==> src/rtl/pitc_pkg.sv <==
// Shared types and constants for the point-in-triangle classifier.
package pitc_pkg;

	// Configuration register index width and register indexes.
	localparam int unsigned CFG_INDEX_WIDTH = 3;

	localparam logic [CFG_INDEX_WIDTH-1:0] REG_VERTEX0_X = 3'd0;
	localparam logic [CFG_INDEX_WIDTH-1:0] REG_VERTEX0_Y = 3'd1;
	localparam logic [CFG_INDEX_WIDTH-1:0] REG_VERTEX1_X = 3'd2;
	localparam logic [CFG_INDEX_WIDTH-1:0] REG_VERTEX1_Y = 3'd3;
	localparam logic [CFG_INDEX_WIDTH-1:0] REG_VERTEX2_X = 3'd4;
	localparam logic [CFG_INDEX_WIDTH-1:0] REG_VERTEX2_Y = 3'd5;

	// Number of triangle vertices and edges.
	localparam int unsigned NUM_VERTICES = 3;

	// Classification codes.
	typedef enum logic [1:0] {
		LOC_OUTSIDE = 2'd0,
		LOC_INSIDE  = 2'd1,
		LOC_BORDER  = 2'd2,
		LOC_INVALID = 2'd3
	} loc_t;

	// Per-edge findings handed from an edge unit to the top level.
	typedef struct packed {
		logic on_edge;
		logic crossed;
	} edge_flags_t;

endpackage

==> src/rtl/pitc_edge.sv <==
// One triangle edge: cross-product sign, bounding box test and ray crossing test.
module pitc_edge #(
	parameter int unsigned COORD_WIDTH = 16
) (
	input  logic                          clk,
	input  logic signed [COORD_WIDTH-1:0] ax,
	input  logic signed [COORD_WIDTH-1:0] ay,
	input  logic signed [COORD_WIDTH-1:0] bx,
	input  logic signed [COORD_WIDTH-1:0] by,
	input  logic signed [COORD_WIDTH-1:0] px,
	input  logic signed [COORD_WIDTH-1:0] py,
	output pitc_pkg::edge_flags_t         flags
);

	localparam int unsigned DW = COORD_WIDTH + 1;
	localparam int unsigned PW = 2 * DW;

	logic signed [DW-1:0] dbx_s1;
	logic signed [DW-1:0] dby_s1;
	logic signed [DW-1:0] dpx_s1;
	logic signed [DW-1:0] dpy_s1;
	logic                 a_up_s1;
	logic                 b_up_s1;
	logic                 in_box_s1;

	logic signed [PW-1:0] lhs_s2;
	logic signed [PW-1:0] rhs_s2;
	logic                 a_up_s2;
	logic                 b_up_s2;
	logic                 in_box_s2;

	logic                 in_x;
	logic                 in_y;
	logic                 gt;
	logic                 lt;

	// The point lies within the edge's bounding box, bounds included.
	assign in_x = ((px >= ax) && (px <= bx)) || ((px >= bx) && (px <= ax));
	assign in_y = ((py >= ay) && (py <= by)) || ((py >= by) && (py <= ay));

	// Stage 1: exact differences, the height comparisons and the bounding box result.
	always_ff @(posedge clk) begin
		dbx_s1    <= DW'(bx) - DW'(ax);
		dby_s1    <= DW'(by) - DW'(ay);
		dpx_s1    <= DW'(px) - DW'(ax);
		dpy_s1    <= DW'(py) - DW'(ay);
		a_up_s1   <= ay > py;
		b_up_s1   <= by > py;
		in_box_s1 <= in_x && in_y;
	end

	// Stage 2: the two products of the cross-product determinant.
	always_ff @(posedge clk) begin
		lhs_s2    <= dbx_s1 * dpy_s1;
		rhs_s2    <= dpx_s1 * dby_s1;
		a_up_s2   <= a_up_s1;
		b_up_s2   <= b_up_s1;
		in_box_s2 <= in_box_s1;
	end

	// Determinant sign, border test and half-open crossing rule.
	// Swapping the endpoints negates the sign, so the lower endpoint
	// never has to be selected explicitly.
	assign gt = lhs_s2 > rhs_s2;
	assign lt = lhs_s2 < rhs_s2;

	always_comb begin
		flags.on_edge = !gt && !lt && in_box_s2;
		flags.crossed = (a_up_s2 != b_up_s2) && (a_up_s2 ? gt : lt);
	end

endmodule

==> config.mk <==
export PLATFORM = sky130hd
export DESIGN_NAME = pitc_edge
export DESIGN_NICKNAME = d
export VERILOG_FILES = /design/src/rtl/pitc_pkg.sv /design/src/rtl/pitc_edge.sv
export SDC_FILE = /design/constraint.sdc
export NUM_CORES = 2
export LEC_CHECK = 0
export ABC_AREA = 0
export BUFFER_PORTS_ARGS = -buffer_cell sky130_fd_sc_hd__buf_4
export CORE_MARGIN = 10
export CORE_UTILIZATION = 55
export DETAILED_ROUTE_END_ITERATION = 8
export MAX_ROUTING_LAYER = met4
export PLACE_DENSITY = 0.72
export REMOVE_ABC_BUFFERS = 1
export SYNTH_ARGS = -nofsm -noshare
export SYNTH_HDL_FRONTEND = slang
export SYNTH_SLANG_ARGS = --single-unit
==> constraint.sdc <==
create_clock -name clk -period 13.3 [get_ports clk]
set_input_delay 3.99 -clock clk [delete_from_list [all_inputs] [get_ports clk]]
set_output_delay 3.99 -clock clk [all_outputs]
set_load 0.05 [all_outputs]
==> impl_metrics.ini <==
[worst_setup_path]
slowest_stage = a221oi_1
end_kind = output port
criticalPathCategory = flip-flop to output port
startpoint_type = flip-flop
cp_max_fo = 2
r2r_start = dpy_s1[2]$_DFF_P_
arrival_ns = 3.15
worstPathCellList = inv_1 -> ha_1 -> nor2b_1 -> o21ai_0 -> nand2b_1 -> a21oi_1 -> o311a_1 -> o21ai_0 -> a221oi_1 -> mux2i_1 -> mux2i_1 -> buf_4
worstSetupStartpoint = rhs_s2[1]$_DFF_P_
max_stage_delay_ns = 0.41
required_ns = 9.31

[yosys]
synth_top_cell_by_area = fa_1
ys.flop_type = dfxtp_1
synth_top_family_by_area = adder cells
async_flop_share = 0
synthMuxAreaShare = 0.00103
synth.distinct_cells = 66
synth.most_common_cell = inv_1
synth_area_leaders = fa_1, ha_1, inv_1, dfxtp_1, and2_1
synthSimpleGateAreaFrac = 0.152
yosysTopAreaCellShare = 0.408
synth_seq_cells = 142
synthTopCellsByCount = inv_1, fa_1, nand2_1
synth_compound_area_frac = 0.0673
ys_warn_count = 0
netlist_area_sq_um = 29200
synth_edf_count = 0
synth_xor_area_frac = 0.0353
ys_seq_area_frac = 0.0972
synth_area_per_cell_sq_um = 9.12
syn_inst = 3207
synthAdderAreaFrac = 0.537

[global_routing]
grt_pass1_wl_um = 120000
antenna_found_initial = 3
use_met2 = 0.406
grt-ovfl-total = 0
grt.met3_usage = 0.0329
met1_usage = 0.313
grt_start_max_net_pins = 18
grt_usage = 0.244
busiest_layer = met2
grt_pass1_vias = 23800

[floorplan]
core_area_sq_um = 52700
rows = 84
initial_utilization = 0.555
die_w_um = 251
die_height_um = 251
dieArea_sq_um = 62800
io_pins = 99

[cts]
cts_hold_buf = 0
numCtsBuffers = 17
cts_setup_buffers = 0
tritoncts = yes
htreeDepth = 4
clk_pin_slew_worst_paths_ns = 0.06
ctsLongestPathBuffers = 2
cts_resized = 0
clock_sinks = 142
cts-root-buf = clkbuf_16
clk_latency_ns = 0.44

[placed_design]
port_buffers = 98
dp_hpwl_um = 60400
gp_routability_congestion = 0.920
place_inst = 3922

[hold_path]
hold_class = flip-flop to flip-flop
min_from = a_up_s1$_DFF_P_

[timing]
post-route-min-period_ns = 7.14
tns_ns = 0
drv_slew = 0
post-route-period-util = 0.537
fmax_mhz = 140
setup_viol = 0
tightestPinTransition_ns = 1.20
fin_skew_ns = 0.0110
hold_ws_ns = 0.330
grt_setup_unrepaired = no
hold_viol = 0
slew_headroom = 0.196

[job]
cap_violations = 0

[layout]
fin_util = 0.593
drive_gt1_frac = 0.0447
syn_to_final_growth_pct = 6.80
fin_nets = 4248
fin_cells = 3956

[routing]
wirelength_um = 71600
ant_nets = 0
wl_per_cell_um = 18.1
via_count = 21500
drt_iter0_drc = 1227
firstDrtPassIters = 5
viasPerCell = 5.43
drc = 0

[run_status]
status = completed
-- state kept, by name, indices dropped and copies added (netlist names) --
signal,cells
dpy_s1,17
dbx_s1,17
dpx_s1,17
dby_s1,17
b_up_s2,1
b_up_s1,1
a_up_s1,1
lhs_s2,34
a_up_s2,1
in_box_s1,1
rhs_s2,34
in_box_s2,1
-- cells by family (layout without fill, tap and decap cells) --
kind of cell               count (synthesis)  count (layout)
buffers and inverters                    853             912
muxes                                      3               3
xor gates and xnor gates                 118             118
adders and majority gates                898             898
AOI/OAI and AO/OA                        304             304
other                                      0               2
and+or+nand+nor                          889             889
DFF                                      142             142
-- stage by stage --
stage	setup WS, ns	area (sq um)
finish	6.16	31200
global route	5.83	31200
CTS	6.15	31200
detailed placement	6.34	30600
global placement	6.41	30600
floorplan	6.54	29000
-- layer usage --
layer,vias to the layer above,part of all wire
met5,-,0
met1,11000,0.43
met3,97,0.059
met2,646,0.49
li1,9772,-
met4,0,0.022
-- path summary, 6_finish.rpt --
kind	slack (ns)	endpoint	depth (start not counted)
worst max-delay path	6.16	flags[0]	12
worst min-delay path	0.33	a_up_s2$_DFF_P_	0
worst max register to register	6.28	lhs_s2[33]$_DFF_P_	20
worst min register to register	0.33	a_up_s2$_DFF_P_	0
-- cell usage in the layout (no fill, tap or decap), types with 11 or more instances in the layout --
cell type  instances
and3_1            11
a21oi_1           86
inv_1            777
nor2b_1           23
xor2_1            17
xnor2_1          101
a21o_1            36
nand4_1           22
o21a_1            29
nand2b_1          28
buf_4            103
ha_1             302
and2_1           291
o21bai_1          11
nor2_1           108
nand3_1           26
fa_1             596
nand2_1          317
nor3_1            31
dfxtp_1          142
o21ai_0           64
clkbuf_16         17
-- worst max-delay path, delay by kind of cell (launching register included) --
| family | cells | cell delay, ns |
|---|---|---|
| compound gates | 5 | 0.97 |
| buf+inv | 2 | 0.28 |
| mux | 2 | 0.68 |
| fa+ha+maj | 1 | 0.28 |
| simple gates | 2 | 0.21 |
| flops | 1 | 0.31 |
-- layout make-up --
class / count / area, sq um
inverter: 777 / 2920
fill: 4575 / 21400
multi-input combinational: 2212 / 23200
antenna: 2 / 5.00
tap: 688 / 861
timing repair buffer: 103 / 773
sequential: 142 / 2840
clock buffer: 18 / 429
clock inverter: 14 / 206
Power is left out: the tool's default activity adds up to more than one toggle a clock period on the data nets, which glitch-free logic cannot reach.
